==> src/sv/crcfc_pkg.sv <==
// ----------------------------------------------------------------------------
// crcfc_pkg - shared types, codes and CRC function
// Constants and structs used by the frame checker top level and its tracker.
// ----------------------------------------------------------------------------
package crcfc_pkg;

  // CRC-16/CCITT-FALSE
  localparam logic [15:0] CRC_INIT = 16'hFFFF;
  localparam logic [15:0] CRC_POLY = 16'h1021;
  localparam logic [15:0] CRC_TOP  = 16'h8000;

  // Byte counter saturates here
  localparam logic [16:0] INDEX_MAX = 17'h1FFFF;

  // Frame layout offsets
  localparam logic [16:0] IDX_START0 = 17'd0;
  localparam logic [16:0] IDX_START1 = 17'd1;
  localparam logic [16:0] IDX_SEQ    = 17'd2;
  localparam logic [16:0] IDX_MSGID  = 17'd3;
  localparam logic [16:0] IDX_LEN_LO = 17'd4;
  localparam logic [16:0] IDX_LEN_HI = 17'd5;
  localparam logic [16:0] IDX_PAYLD  = 17'd6;
  localparam logic [16:0] IDX_CHECK  = 17'd7;

  // Configuration register indexes
  localparam logic [1:0] REG_START_FIRST  = 2'd0;
  localparam logic [1:0] REG_START_SECOND = 2'd1;
  localparam logic [1:0] REG_PAYLOAD_LIM  = 2'd2;

  // Configuration reset values
  localparam logic [7:0]  START_FIRST_RST  = 8'hA5;
  localparam logic [7:0]  START_SECOND_RST = 8'h5A;
  localparam logic [15:0] PAYLOAD_LIM_RST  = 16'd1024;

  // Result kinds
  localparam logic KIND_PAYLOAD = 1'b0;
  localparam logic KIND_VERDICT = 1'b1;

  // Verdict codes
  localparam logic [1:0] VERDICT_OK         = 2'd0;
  localparam logic [1:0] VERDICT_INCOMPLETE = 2'd1;
  localparam logic [1:0] VERDICT_CORRUPTED  = 2'd2;
  localparam logic [1:0] VERDICT_TOO_LONG   = 2'd3;

  // One input beat
  typedef struct packed {
    logic [7:0] rx_byte;
    logic       buffer_end;
  } beat_t;

  // Current configuration
  typedef struct packed {
    logic [7:0]  start_first;
    logic [7:0]  start_second;
    logic [15:0] payload_limit;
  } cfg_t;

  // One result beat
  typedef struct packed {
    logic        result_kind;
    logic [7:0]  payload_byte;
    logic [1:0]  verdict;
    logic [7:0]  frame_seq;
    logic [7:0]  frame_msg_id;
    logic [15:0] frame_length;
  } result_t;

  // Byte-wide CRC update, MSB first
  function automatic logic [15:0] crc16_byte(input logic [15:0] crc,
                                             input logic [7:0]  data);
    logic [15:0] c;
    c = crc ^ {data, 8'h00};
    for (int k = 0; k < 8; k++) begin
      if ((c & CRC_TOP) != 16'h0000) begin
        c = {c[14:0], 1'b0} ^ CRC_POLY;
      end else begin
        c = {c[14:0], 1'b0};
      end
    end
    return c;
  endfunction

endpackage

==> src/sv/crcfc_track.sv <==
// ----------------------------------------------------------------------------
// crcfc_track - per-buffer frame tracker
// Holds header fields, running CRC and byte position for the current buffer
// and decides, for each beat, whether it yields a payload byte or a verdict.
// ----------------------------------------------------------------------------
module crcfc_track (
  input  logic              clk,
  input  logic              rst,
  input  logic              step,
  input  crcfc_pkg::beat_t  beat,
  input  crcfc_pkg::cfg_t   cfg,
  output logic              res_valid,
  output crcfc_pkg::result_t res
);

  // Buffer state
  logic [16:0] byte_index;
  logic [15:0] crc_acc;
  logic        start_mismatch;
  logic [7:0]  held_seq;
  logic [7:0]  held_msg_id;
  logic [15:0] held_length;
  logic [7:0]  crc_low_byte;
  logic        verdict_given;

  logic [16:0] byte_index_next;
  logic [15:0] crc_acc_next;
  logic        start_mismatch_next;
  logic [7:0]  held_seq_next;
  logic [7:0]  held_msg_id_next;
  logic [15:0] held_length_next;
  logic [7:0]  crc_low_byte_next;
  logic        verdict_given_next;
  logic        restart;

  logic [7:0]  b;
  logic [16:0] len17;
  logic [16:0] crc_end;
  logic [16:0] frame_end;
  logic        have_verdict;
  logic [1:0]  vcode;
  logic        pass_payload;
  logic        over_limit;

  assign b     = beat.rx_byte;
  assign len17 = {1'b0, held_length_next};
  assign crc_end   = len17 + crcfc_pkg::IDX_PAYLD;
  assign frame_end = len17 + crcfc_pkg::IDX_CHECK;
  assign over_limit = held_length_next > cfg.payload_limit;

  // Header capture and CRC accumulate
  always_comb begin
    start_mismatch_next = start_mismatch;
    held_seq_next       = held_seq;
    held_msg_id_next    = held_msg_id;
    held_length_next    = held_length;
    if (byte_index == crcfc_pkg::IDX_START0 && b != cfg.start_first) begin
      start_mismatch_next = 1'b1;
    end
    if (byte_index == crcfc_pkg::IDX_START1 && b != cfg.start_second) begin
      start_mismatch_next = 1'b1;
    end
    if (byte_index == crcfc_pkg::IDX_SEQ) begin
      held_seq_next = b;
    end
    if (byte_index == crcfc_pkg::IDX_MSGID) begin
      held_msg_id_next = b;
    end
    if (byte_index == crcfc_pkg::IDX_LEN_LO) begin
      held_length_next = {8'h00, b};
    end
    if (byte_index == crcfc_pkg::IDX_LEN_HI) begin
      held_length_next = {b, held_length[7:0]};
    end
  end

  // crc_end is never below the payload offset, so this also covers the header
  assign crc_acc_next = (byte_index < crc_end) ? crcfc_pkg::crc16_byte(crc_acc, b)
                                               : crc_acc;
  assign crc_low_byte_next = (byte_index == crc_end) ? b : crc_low_byte;

  // Verdict decision, early checks first
  always_comb begin
    have_verdict = 1'b1;
    vcode        = crcfc_pkg::VERDICT_OK;
    priority if (byte_index == crcfc_pkg::IDX_CHECK && start_mismatch_next) begin
      vcode = crcfc_pkg::VERDICT_CORRUPTED;
    end else if (byte_index == crcfc_pkg::IDX_CHECK && over_limit) begin
      vcode = crcfc_pkg::VERDICT_TOO_LONG;
    end else if (byte_index == frame_end) begin
      vcode = (crc_acc_next == {b, crc_low_byte_next}) ? crcfc_pkg::VERDICT_OK
                                                       : crcfc_pkg::VERDICT_CORRUPTED;
    end else if (beat.buffer_end) begin
      vcode = crcfc_pkg::VERDICT_INCOMPLETE;
    end else begin
      have_verdict = 1'b0;
    end
  end

  assign pass_payload = (byte_index >= crcfc_pkg::IDX_PAYLD) && (byte_index < crc_end)
                        && !start_mismatch_next && !over_limit;

  // Result and bookkeeping for this beat
  always_comb begin
    res                = '0;
    res_valid          = 1'b0;
    restart            = 1'b0;
    verdict_given_next = verdict_given;
    byte_index_next    = byte_index;
    if (verdict_given) begin
      restart = beat.buffer_end;
    end else if (have_verdict) begin
      res_valid           = 1'b1;
      res.result_kind     = crcfc_pkg::KIND_VERDICT;
      res.verdict         = vcode;
      if (vcode == crcfc_pkg::VERDICT_OK) begin
        res.frame_seq    = held_seq_next;
        res.frame_msg_id = held_msg_id_next;
        res.frame_length = held_length_next;
      end
      restart            = beat.buffer_end;
      verdict_given_next = 1'b1;
    end else begin
      if (byte_index < crcfc_pkg::INDEX_MAX) begin
        byte_index_next = byte_index + 17'd1;
      end
      if (pass_payload) begin
        res_valid        = 1'b1;
        res.result_kind  = crcfc_pkg::KIND_PAYLOAD;
        res.payload_byte = b;
      end
    end
  end

  // State registers; a finished buffer returns to the reset values
  always_ff @(posedge clk) begin
    if (rst || (step && restart)) begin
      byte_index     <= '0;
      crc_acc        <= crcfc_pkg::CRC_INIT;
      start_mismatch <= 1'b0;
      held_seq       <= '0;
      held_msg_id    <= '0;
      held_length    <= '0;
      crc_low_byte   <= '0;
      verdict_given  <= 1'b0;
    end else if (step && !verdict_given) begin
      byte_index     <= byte_index_next;
      crc_acc        <= crc_acc_next;
      start_mismatch <= start_mismatch_next;
      held_seq       <= held_seq_next;
      held_msg_id    <= held_msg_id_next;
      held_length    <= held_length_next;
      crc_low_byte   <= crc_low_byte_next;
      verdict_given  <= verdict_given_next;
    end
  end

endmodule

==> config.mk <==
export PLATFORM = sky130hd
export DESIGN_NAME = crcfc_track
export DESIGN_NICKNAME = d
export VERILOG_FILES = /design/src/sv/crcfc_pkg.sv /design/src/sv/crcfc_track.sv
export SDC_FILE = /design/constraint.sdc
export NUM_CORES = 1
export LEC_CHECK = 0
export BUFFER_PORTS_ARGS = -buffer_cell sky130_fd_sc_hd__buf_2
export CAP_MARGIN = 10
export CORE_MARGIN = 4
export CORE_UTILIZATION = 32
export CTS_CLUSTER_DIAMETER = 150
export DETAILED_ROUTE_END_ITERATION = 10
export HOLD_SLACK_MARGIN = 0.08
export PLACE_DENSITY = 0.6
export REMOVE_ABC_BUFFERS = 1
export SLEW_MARGIN = 20
export SYNTH_ARGS = -nofsm -noshare
export SYNTH_HDL_FRONTEND = slang
export SYNTH_SLANG_ARGS = --single-unit
==> constraint.sdc <==
create_clock -name clk -period 8.25 [get_ports clk]
set_input_delay 0.4125 -clock clk [delete_from_list [all_inputs] [get_ports clk]]
set_output_delay 0.4125 -clock clk [all_outputs]
set_load 0.05 [all_outputs]
==> Word-level counts from Yosys, hierarchy flattened <==
Cells that the tools add are included.
{ "op_classes": {"n_addsub": 3, "n_lt_le_gt_ge": 4, "n_eq_ne": 11, "mux": 38, "bitwise_logic": 11, "n_reduce_logical": 16} }
{ "op_table": {"columns": ["operator", "count"], "rows": [
  ["$mux 13", 8],
  ["$eq 17x3->1 const B", 3],
  ["$mux 16", 3],
  ["$mux 43", 1],
  ["$mux 8", 5],
  ["$add 16x3->17 const B", 2],
  ["$eq 17x17->1", 2],
  ["$eq 17x2->1 const B", 2],
  ["$mux 34", 1],
  ["$mux 32", 1],
  ["$not 3->3", 8],
  ["$add 17x1->17 const B", 1],
  ["$eq 17x1->1 const B", 1],
  ["$ge 17x3->1 const B", 1],
  ["$logic_not 17->1", 1],
  ["$lt 17x17->1", 1],
  ["$lt 17x17->1 const B", 1],
  ["$eq 16x16->1", 1],
  ["$gt 16x16->1", 1],
  ["$ne 8x8->1", 2],
  ["$xor 16x16->16", 1],
  ["$mux 1", 15],
  ["$logic_and 1x1->1", 9],
  ["$mux 2", 4],
  ["other kinds (5)", 8]
]} }
{ "totals": {"ff_bits": 75, "inputBits": 44, "out_inout_bits": 44, "word_cells": 91} }

==> Depth between registers and ports, before layout <==
Gate-level depths: netlist of the first run.
{ "depth": {"depth_word": 27, "depth_mapped": 27, "depth_no_buf": 22} }

==> Worst setup path before layout of the first run <==
No wires, ideal clock.
{ "synth_path": {"path_type": "reg2out", "start": "register byte_index[10]", "end": "output res[11] (netlist bit)", "t_arrival_ns": 6.662, "required_time_ns": 7.837, "path_slack_ns": 1.175, "path_stages_with_launch": 24, "path_buffers": 4, "path_cell_list": "dfxtp_1 > or4_4 > or4b_1 > buf_2 > nor2_2 > buf_4 > a21oi_1 > nor3_1 > and2_1 > nand3_1 > xor2_1 > ha_1 > nand4_1 > nor4_1 > nand2_1 > mux2i_1 > nor2_1 > or4_1 > o221ai_1 > o21ai_0 > or4b_1 > buf_2 > buf_6 > nor2_1"} }
{ "synth_rtl": {"columns": ["item", "line", "source"], "rows": [
  ["start: declaration", "crcfc_track.sv:17", "logic [16:0] byte_index;"],
  ["start signal: assignment", "crcfc_track.sv:147", "byte_index <= byte_index_next;"],
  ["end: declaration", "crcfc_track.sv:13", "output crcfc_pkg::result_t res"]
]} }

==> results.yml, run 1 <==
die:
  row_count: 53
  dieArea_sq_um: 24300
  die_x_microns: 156
  start_util_pct: 32.9
  fp.dieH_microns: 156
  core_area_sq_um: 21200
  io_pins: 88
global_routing:
  grt_pass1_wl_mm: 38.0
  grt_max_degree: 55
  grt_use_total_pct: 19.6
  antenna_found_initial: 0
  overflow: 0
  grt_pass1_vias: 6828
worst_hold_path:
  min_from: "step"
  hold_path_class: "primary input to register"
sta:
  tightest_slew_ps: 878
  fin_crit_sh_pct: 93.9
  setup_tns_ps: 0
  finalSetupViolCount: 0
  relSlewSlack_pct: 41.3
  rsz0062_at_grt: "false"
  finalHoldViolCount: 0
  slew_violations: 0
  post-route-min-period_ps: 7740
  finalClockSkew_ps: 17.4
  fmax_mhz: 129
logic_synthesis:
  ys_seq_area_share_pct: 21.5
  synthFlopType: "dfxtp_1"
  yosysWarnings: 0
  synth_edf_count: 0
  syn_inst: 945
  synth-seq-cells: 75
  netlist_area_sq_um: 6990
  ys_async_sr_fraction_pct: 0
  yosysUniqueCellTypes: 78
  synth.avg_cell_area_sq_um: 7.40
final_layout:
  nets: 1092
  drive_gt1_share_pct: 18.0
  fin_cells: 1290
  num-fill-cells: 2226
  area_delta_synth_final_pct: 14.6
  diodes: 0
  final_cell_mix: "nand2_1 (125), buf_2 (87), dfxtp_1 (75)"
  fin_area_sq_um: 8010
  final_common_cell: "nand2_1"
detailed_routing:
  drt_iter0_markers: 708
  vias_per_cell: 5.61
  first_pass_iters: 5
  totalWireLength_mm: 24.1
  vias: 7243
  ant_nets: 0
  wl_per_cell_microns: 18.7
  drc: 0
clock_tree:
  clk_pin_slew_ps: 80
  cts_resized: 0
  root_buffer: "clkbuf_16"
  clock-sinks: 75
  clock_latency_ps: 360
  cts_tree: "built"
  post_cts_buffers: 0
  ctsHoldBuffers: 0
  numCtsBuffers: 9
  cts_max_level: 3
  clockBufferDepth: 2
power_and_ir_drop:
  p_int_mw: 0.701
  p_leak_nw: 3.36
  power.clock.fraction_pct: 36.6
  comb_power_share_pct: 26.9
  powerDensity_nw_per_um2: 135
  p_seq_share_pct: 36.5
  vdd_ir_drop_max_uv: 128
  p_sw_share_pct: 35.3
  p_switching_mw: 0.383
worst_setup_path:
  start_kind: "register"
  end_kind: "output pin"
  crit_type: "register to output pin"
  critPathRequiredTime_ps: 7840
  crit_start: "byte_index[10]$_SDFFE_PP0P_"
  r2r_start: "byte_index[10]$_SDFFE_PP0P_"
  cp.arrival_ps: 7330
  crit_fanout: 32
placement:
  numPortBuffers: 87
  placed_cells: 1274
  hpwlAfterDp_mm: 17.9
  placed_area_sq_um: 7710
  gp_congestion: 0.968
outcome:
  status: "finished clean"
run:
  maxCapViolCount: 0
==> synth_stat cells, drive strengths merged, types with 19 or more instances <==
cell type / n / share of area (%)
or3: 22 / 2.0
inv: 43 / 2.3
buf: 19 / 1.7
a211oi: 22 / 2.4
clkbuf: 38 / 2.0
dfxtp: 75 / 21
and3: 21 / 1.9
mux2i: 23 / 3.5
o211ai: 19 / 2.1
o21ai: 42 / 3.2
ha: 38 / 6.8
nand4: 25 / 2.2
nand3: 38 / 2.9
nand2: 125 / 6.7
xnor2: 63 / 7.9
a21oi: 83 / 6.7
nor2: 76 / 4.4
==> power by group through the flow <==
stage               clock network, mW  logic (mW)  registers, mW
finish                          0.397       0.291          0.396
global route                    0.414       0.322          0.397
CTS                             0.401       0.288          0.395
detailed placement                  0       0.286          0.403
global placement                    0       0.284          0.403
floorplan                           0       0.199          0.397
==> worst max-delay path: stages, from the launching register on <==
cell       delay (ps)
dfxtp_1           380
or4_4             600
or4b_1            620
nor2_2            400
a21oi_1           200
nor3_1            180
buf_4             180
and2_1            230
nand3_1           120
xor2_1            170
ha_1              300
nand4_1           170
nor4_2            490
nand2_1           330
mux2_2            390
nor4b_1           270
a2111oi_0         130
nor4b_1           360
nand4_1           160
or4b_4            750
a21oi_1           210
buf_2             280
==> sequential cells by signal, summed over array words and instances, names as in the netlist <==
name and cells:
byte_index 17, crc_acc 16, crc_low_byte 8, held_length 16, held_msg_id 8, held_seq 8
start_mismatch 1, verdict_given 1
==> per-layer routing <==
metal | wire length (microns) | GRT usage, % | vias to the layer above
li1 | - | - | 3519
met1 | 11000 | 26.5 | 3451
met2 | 11100 | 32.4 | 236
met3 | 1470 | 3.22 | 37
met4 | 563 | 5.59 | 0
met5 | 0 | 0 | -
==> metrics by stage <==
stage / util, % / total power, mW / hold slack (ps) / setup WS, ps
after detailed placement: 36.3 / 0.690 / 447 / 488
after CTS: 37.7 / 1.08 / 376 / 49.3
after floorplan: - / 0.596 / 437 / 370
final: 37.7 / 1.08 / 392 / 506
after global routing: 37.7 / 1.13 / 411 / 97.8
after global placement: 36.3 / 0.687 / 443 / 677
==> worst paths after layout <==
path              slack [ps]  depth (start not counted)                          end
setup / recovery         510                         21                      res[16]
hold / removal           390                          3   verdict_given$_SDFFE_PP0P_
setup reg to reg        2140                         17      crc_acc[4]$_SDFFE_PP1P_
hold reg to reg          460                          2  held_msg_id[5]$_SDFFE_PP0P_
==> layout make-up <==
type	instances	area, sq um	share of cell area [%]
clock buffer	9	225	2.81
clock inverter	7	61.3	0.766
sequential	75	1500	18.7
multi-input combinational	770	5100	63.7
inverter	43	161	2.02
timing repair buffer	111	616	7.69
tap	275	344	4.30
==> cells by family (layout without fill, tap and decap cells) <==
| family | after synthesis | after routing | synth area share, % |
|---|---|---|---|
| compound gates | 240 | 240 | 23.1 |
| flops | 75 | 75 | 21.5 |
| xor+xnor | 77 | 77 | 9.65 |
| fa+ha+maj | 38 | 38 | 6.80 |
| buf+inv | 100 | 170 | 6.09 |
| mux | 25 | 25 | 3.80 |
| simple gates | 390 | 390 | 29.0 |
Power figures use the tool's default switching activity.
==> inputs of run 2 (changes only) <==
==> constraint.sdc (replaced) <==
create_clock -name clk -period 8.25 [get_ports clk]
set_input_delay 0.4125 -clock clk [delete_from_list [all_inputs] [get_ports clk]]
set_output_delay 0.4125 -clock clk [all_outputs]
set_load 0.01 [all_outputs]
==> results.yml, run 2 (same netlist as run 1, synthesis figures left out) <==
outcome:
  status: "finished clean"
placement:
  gp_congestion: 0.967
  numPortBuffers: 87
  hpwlAfterDp_mm: 17.9
  placed_cells: 1271
sta:
  post-route-min-period_ps: 7710
  finalHoldViolCount: 0
  finalSetupViolCount: 0
  finalClockSkew_ps: 9.17
  relSlewSlack_pct: 40.5
  slew_violations: 0
  setup_tns_ps: 0
  rsz0062_at_grt: "false"
  tightest_slew_ps: 890
  fmax_mhz: 130
  fin_crit_sh_pct: 93.4
clock_tree:
  numCtsBuffers: 9
  root_buffer: "clkbuf_16"
  cts_tree: "built"
  clockBufferDepth: 2
  clock-sinks: 75
  cts_max_level: 3
  clock_latency_ps: 350
  post_cts_buffers: 0
  clk_pin_slew_ps: 70
global_routing:
  overflow: 0
  grt_max_degree: 55
  grt_pass1_wl_mm: 37.8
  grt_use_total_pct: 19.4
  antenna_found_initial: 0
  grt_pass1_vias: 6798
detailed_routing:
  drc: 0
  wl_per_cell_microns: 18.7
  vias: 7271
  first_pass_iters: 5
  totalWireLength_mm: 24.1
  ant_nets: 0
  vias_per_cell: 5.64
  drt_iter0_markers: 510
worst_setup_path:
  max_stage_delay_ps: 890
  ff2ff_path_depth: 19
  r2r_slack_ps: 2140
  end_kind: "output pin"
  critPathRequiredTime_ps: 7840
  r2r_start: "byte_index[10]$_SDFFE_PP0P_"
  crit_fanout: 23
  crit_slowest_cell: "or4b_2"
  cpMostUsedCell: "buf_4"
  crit_type: "register to output pin"
  start_kind: "register"
  cp.arrival_ps: 7300
  r2r-end: "crc_acc[0]$_SDFFE_PP1P_"
worst_hold_path:
  min_from: "step"
  hold_path_class: "primary input to register"
  hold_depth: 3
  worst_hold_path.endpoint: "verdict_given$_SDFFE_PP0P_"
final_layout:
  final_util_pct: 38.0
  final_cell_mix: "nand2_1 (125), buf_2 (87), dfxtp_1 (75)"
  largest_register_ffs: 17
  reg_top3: "byte_index (17), crc_acc (16), held_length (16)"
  top_register: "byte_index"
  nets: 1090
  multi_input_area_sq_um: 5100
  fin_cells: 1289
  num-fill-cells: 2247
  area_delta_synth_final_pct: 15.2
  drive_gt1_share_pct: 18.0
  regArea_sq_um: 1500
  final_common_cell: "nand2_1"
power_and_ir_drop:
  power.clock.fraction_pct: 40.0
  p_sw_share_pct: 33.1
  p_int_mw: 0.762
  p_seq_share_pct: 34.7
  powerDensity_nw_per_um2: 141
  comb_power_share_pct: 25.3
  total_power_mw: 1.14
  p_switching_mw: 0.377
  p_leak_nw: 3.38
  vdd_ir_drop_max_uv: 91.6
die:
  dieArea_sq_um: 24300
  row_count: 53
  io_pins: 88
  start_util_pct: 32.9
  die_x_microns: 156
  fp.dieH_microns: 156
  core_area_sq_um: 21200
run:
  maxCapViolCount: 0
==> run 2: power by group through the flow <==
stage / Clock (mW) / Combinational [mW] / Sequential (mW)
final: 0.456 / 0.288 / 0.396
after global routing: 0.474 / 0.317 / 0.398
after CTS: 0.460 / 0.284 / 0.395
after detailed placement: 0 / 0.282 / 0.403
after global placement: 0 / 0.280 / 0.403
after floorplan: 0 / 0.195 / 0.397
==> run 2: how the worst max path moves through the flow <==
stage,to,start,depth (start not counted),slack (ps)
global route,res[11],byte_index[10]$_SDFFE_PP0P_,25,70
floorplan,res[16],byte_index[10]$_SDFFE_PP0P_,19,940
global placement,res[16],byte_index[10]$_SDFFE_PP0P_,24,880
detailed placement,res[16],byte_index[10]$_SDFFE_PP0P_,24,710
CTS,res[16],byte_index[10]$_SDFFE_PP0P_,24,310
finish,res[19],byte_index[10]$_SDFFE_PP0P_,25,540
==> run 2: layout make-up <==
type | count | share of cell area (%)
inverter | 43 | 2.00
clock buffer | 9 | 2.80
multi-input combinational | 770 | 63.3
sequential | 75 | 18.6
clock inverter | 7 | 1.30
tap | 275 | 4.27
antenna | 1 | 0.0311
timing repair buffer | 109 | 7.61
==> run 2: metal layers <==
layer  share of wire, %  GRT usage (%)  vias to the layer above  wire length [microns]
li1                   -              -                     3539                      -
met1                 45           25.8                     3455                  10800
met2                 47           32.2                      242                  11300
met3                6.3           3.80                       35                   1510
met4                2.0           4.96                        0                    490
met5                  0              0                        -                      0
==> run 2: critical path, delay by kind of cell (launching register included) <==
family | cells | cell delay (ps)
AND/OR/NAND/NOR | 13 | 4190
AO/OA/AOI/OAI | 4 | 710
XOR/XNOR | 1 | 70
flip-flops | 1 | 380
buffers and inverters | 5 | 950
adder cells (fa/ha/maj) | 1 | 320
multiplexers | 1 | 330
==> run 2: metrics by stage <==
step | area, sq um | setup WS (ps) | hold WS (ps)
after floorplan | 6730 | 939 | 437
after global placement | 7680 | 881 | 443
after detailed placement | 7690 | 715 | 447
after CTS | 8020 | 314 | 384
after global routing | 8050 | 71.4 | 427
final | 8050 | 541 | 396
==> run 2: timing repair <==
action | CTS | global route
resized for setup | 0 | 1
hold buffers | 0 | 0
setup endpoints to repair | 0 | 23
==> inputs of run 3 (changes only) <==
--- a/config.mk
+++ b/config.mk
@@ -5,6 +5,7 @@
 export SDC_FILE = /design/constraint.sdc
 export NUM_CORES = 1
 export LEC_CHECK = 0
+export ABC_AREA = 1
 export BUFFER_PORTS_ARGS = -buffer_cell sky130_fd_sc_hd__buf_2
 export CAP_MARGIN = 10
 export CORE_MARGIN = 4
==> results.yml, run 3 <==
final_layout:
  area_delta_synth_final_pct: 11.1
  fin_area_sq_um: 8470
  reg_top3: "byte_index (17), crc_acc (16), held_length (16)"
  final_util_pct: 36.1
  top_register: "byte_index"
  fin_cells: 1532
  nets: 1290
  diodes: 0
  largest_register_ffs: 17
  drive_gt1_share_pct: 19.3
  final_cell_mix: "nand2_1 (281), inv_1 (141), buf_2 (87)"
  final_common_cell: "nand2_1"
die:
  row_count: 56
  dieArea_sq_um: 26300
  io_pins: 88
  start_util_pct: 32.5
  fp.dieH_microns: 162
  die_x_microns: 162
  core_area_sq_um: 23500
clock_tree:
  cts_resized: 0
  root_buffer: "clkbuf_16"
  clock-sinks: 75
  clock_latency_ps: 350
  ctsHoldBuffers: 0
  clk_pin_slew_ps: 60
  numCtsBuffers: 9
  cts_max_level: 3
  cts_tree: "built"
  post_cts_buffers: 0
  clockBufferDepth: 2
sta:
  tightest_slew_ps: 650
  finalSetupViolCount: 0
  fin_crit_sh_pct: 89.7
  finalHoldViolCount: 0
  timing.hold.ws_ps: 497
  setup_tns_ps: 0
  rsz0062_at_grt: "false"
  relSlewSlack_pct: 56.6
  finalClockSkew_ps: 9.54
  fmax_mhz: 135
  post-route-min-period_ps: 7400
  slew_violations: 0
  timing.final.ws_setup_ps: 851
logic_synthesis:
  yosysWarnings: 0
  synthFlopType: "dfxtp_1"
  netlist_area_sq_um: 7620
  synth.most_common_cell: "nand2_1"
  ys_seq_area_share_pct: 19.7
  synth_top_area_share_pct: 19.7
  yosys.area.top_type: "dfxtp_1"
  synth.avg_cell_area_sq_um: 6.59
  syn_inst: 1156
  ys_top_cells_by_count: "nand2_1 (281), inv_1 (141), o21ai_0 (84), nor2_1 (81), dfxtp_1 (75)"
  synthTopCellsByArea: "dfxtp_1 (20%), nand2_1 (14%), inv_1 (6.9%)"
  synth_edf_count: 0
  ys_async_sr_fraction_pct: 0
  synth-seq-cells: 75
  yosysUniqueCellTypes: 45
placement:
  numPortBuffers: 87
  placed_area_sq_um: 8150
  dpl_worst_slack_ps: 1260
  hpwlAfterDp_mm: 18.8
  gp_congestion: 0.958
  placed_cells: 1516
global_routing:
  grt_pass1_vias: 6898
  use_met1_pct: 28.1
  met3_usage_pct: 1.80
  antenna_found_initial: 0
  grt_use_total_pct: 18.7
  grt_pass1_wl_mm: 38.9
  grtUsageMet2_pct: 28.6
  busiest_layer: "met2"
  grt_max_degree: 58
  overflow: 0
worst_setup_path:
  cp_top_family: "simple AND/OR/NAND/NOR gates"
  critPathRequiredTime_ps: 7840
  cpMostUsedCell: "nand2_1"
  cp.arrival_ps: 6990
  crit_type: "register to output pin"
  path_buf_inv: 6
  crit_slowest_cell: "inv_1"
  crit_fanout: 21
  end_kind: "output pin"
  max_stage_delay_ps: 570
  start_kind: "register"
power_and_ir_drop:
  p_switching_mw: 0.406
  p_seq_share_pct: 34.0
  vdd_ir_drop_max_uv: 93.9
  p_leak_nw: 4.09
  p_sw_share_pct: 34.6
  total_power_mw: 1.17
  power.clock.fraction_pct: 37.3
  comb_power_share_pct: 28.7
  powerDensity_nw_per_um2: 138
  p_int_mw: 0.766
detailed_routing:
  totalWireLength_mm: 24.8
  ant_nets: 0
  vias: 7577
  vias_per_cell: 4.95
  drt_iter0_markers: 554
  first_pass_iters: 5
  drc: 0
  wl_per_cell_microns: 16.2
worst_hold_path:
  hold_path_class: "register to register"
run:
  maxCapViolCount: 0
outcome:
  status: "finished clean"
==> run 3: cell types whose count changed in the layout (fill, tap and decap cells not counted), sizes merged, moves of 28 or more <==
| cell | before | now |
|---|---|---|
| xnor2 | 63 | 24 |
| xor2 | 14 | 42 |
| nand2 | 125 | 320 |
| nor2 | 76 | 129 |
| inv | 47 | 154 |
| o21ai | 42 | 89 |
==> run 3: final timing paths <==
kind	startpoint	end	slack [ps]	cells after the start
worst max register to register	byte_index[1]$_SDFFE_PP0P_	crc_acc[10]$_SDFFE_PP1P_	3180	25
worst max-delay path	byte_index[1]$_SDFFE_PP0P_	res[5]	850	34
worst min-delay path	start_mismatch$_SDFFE_PP0P_	start_mismatch$_SDFFE_PP0P_	500	2
worst min register to register	start_mismatch$_SDFFE_PP0P_	start_mismatch$_SDFFE_PP0P_	500	2
==> run 3: tightest hold or removal path, cell delays in order (launching register included) <==
cell,delay (ps)
dfxtp_1,320
o211ai_1,90
inv_1,50
==> run 3: cell families after synthesis <==
family / synth area share (%)
AO/OA/AOI/OAI: 12.7
XOR/XNOR: 7.88
adder cells (fa/ha/maj): 6.24
buffers and inverters: 12.3
flip-flops: 19.7
AND/OR/NAND/NOR: 41.2
==> run 3: layout make-up <==
cell class	count	area [sq um]
Clock inverter	6	88.8
Timing Repair Buffer	93	480
Multi-Input combinational cell	875	5190
Tap cell	319	399
Sequential cell	75	1500
Inverter	154	581
Clock buffer	10	229
Fill cell	2579	15000
==> run 3: metal layers <==
metal	routed length, microns	vias up
met2	10800	247
met4	359	0
met1	12300	3477
li1	-	3832
met5	0	-
met3	1370	21
==> run 3: power by group through the flow <==
stage	clock, mW	combinational (mW)	sequential (mW)
6_report	0.437	0.336	0.399
5_1_grt	0.462	0.378	0.401
4_1_cts	0.447	0.335	0.398
3_5_place_dp	0	0.332	0.406
3_3_place_gp	0	0.331	0.406
2_1_floorplan	0	0.239	0.403
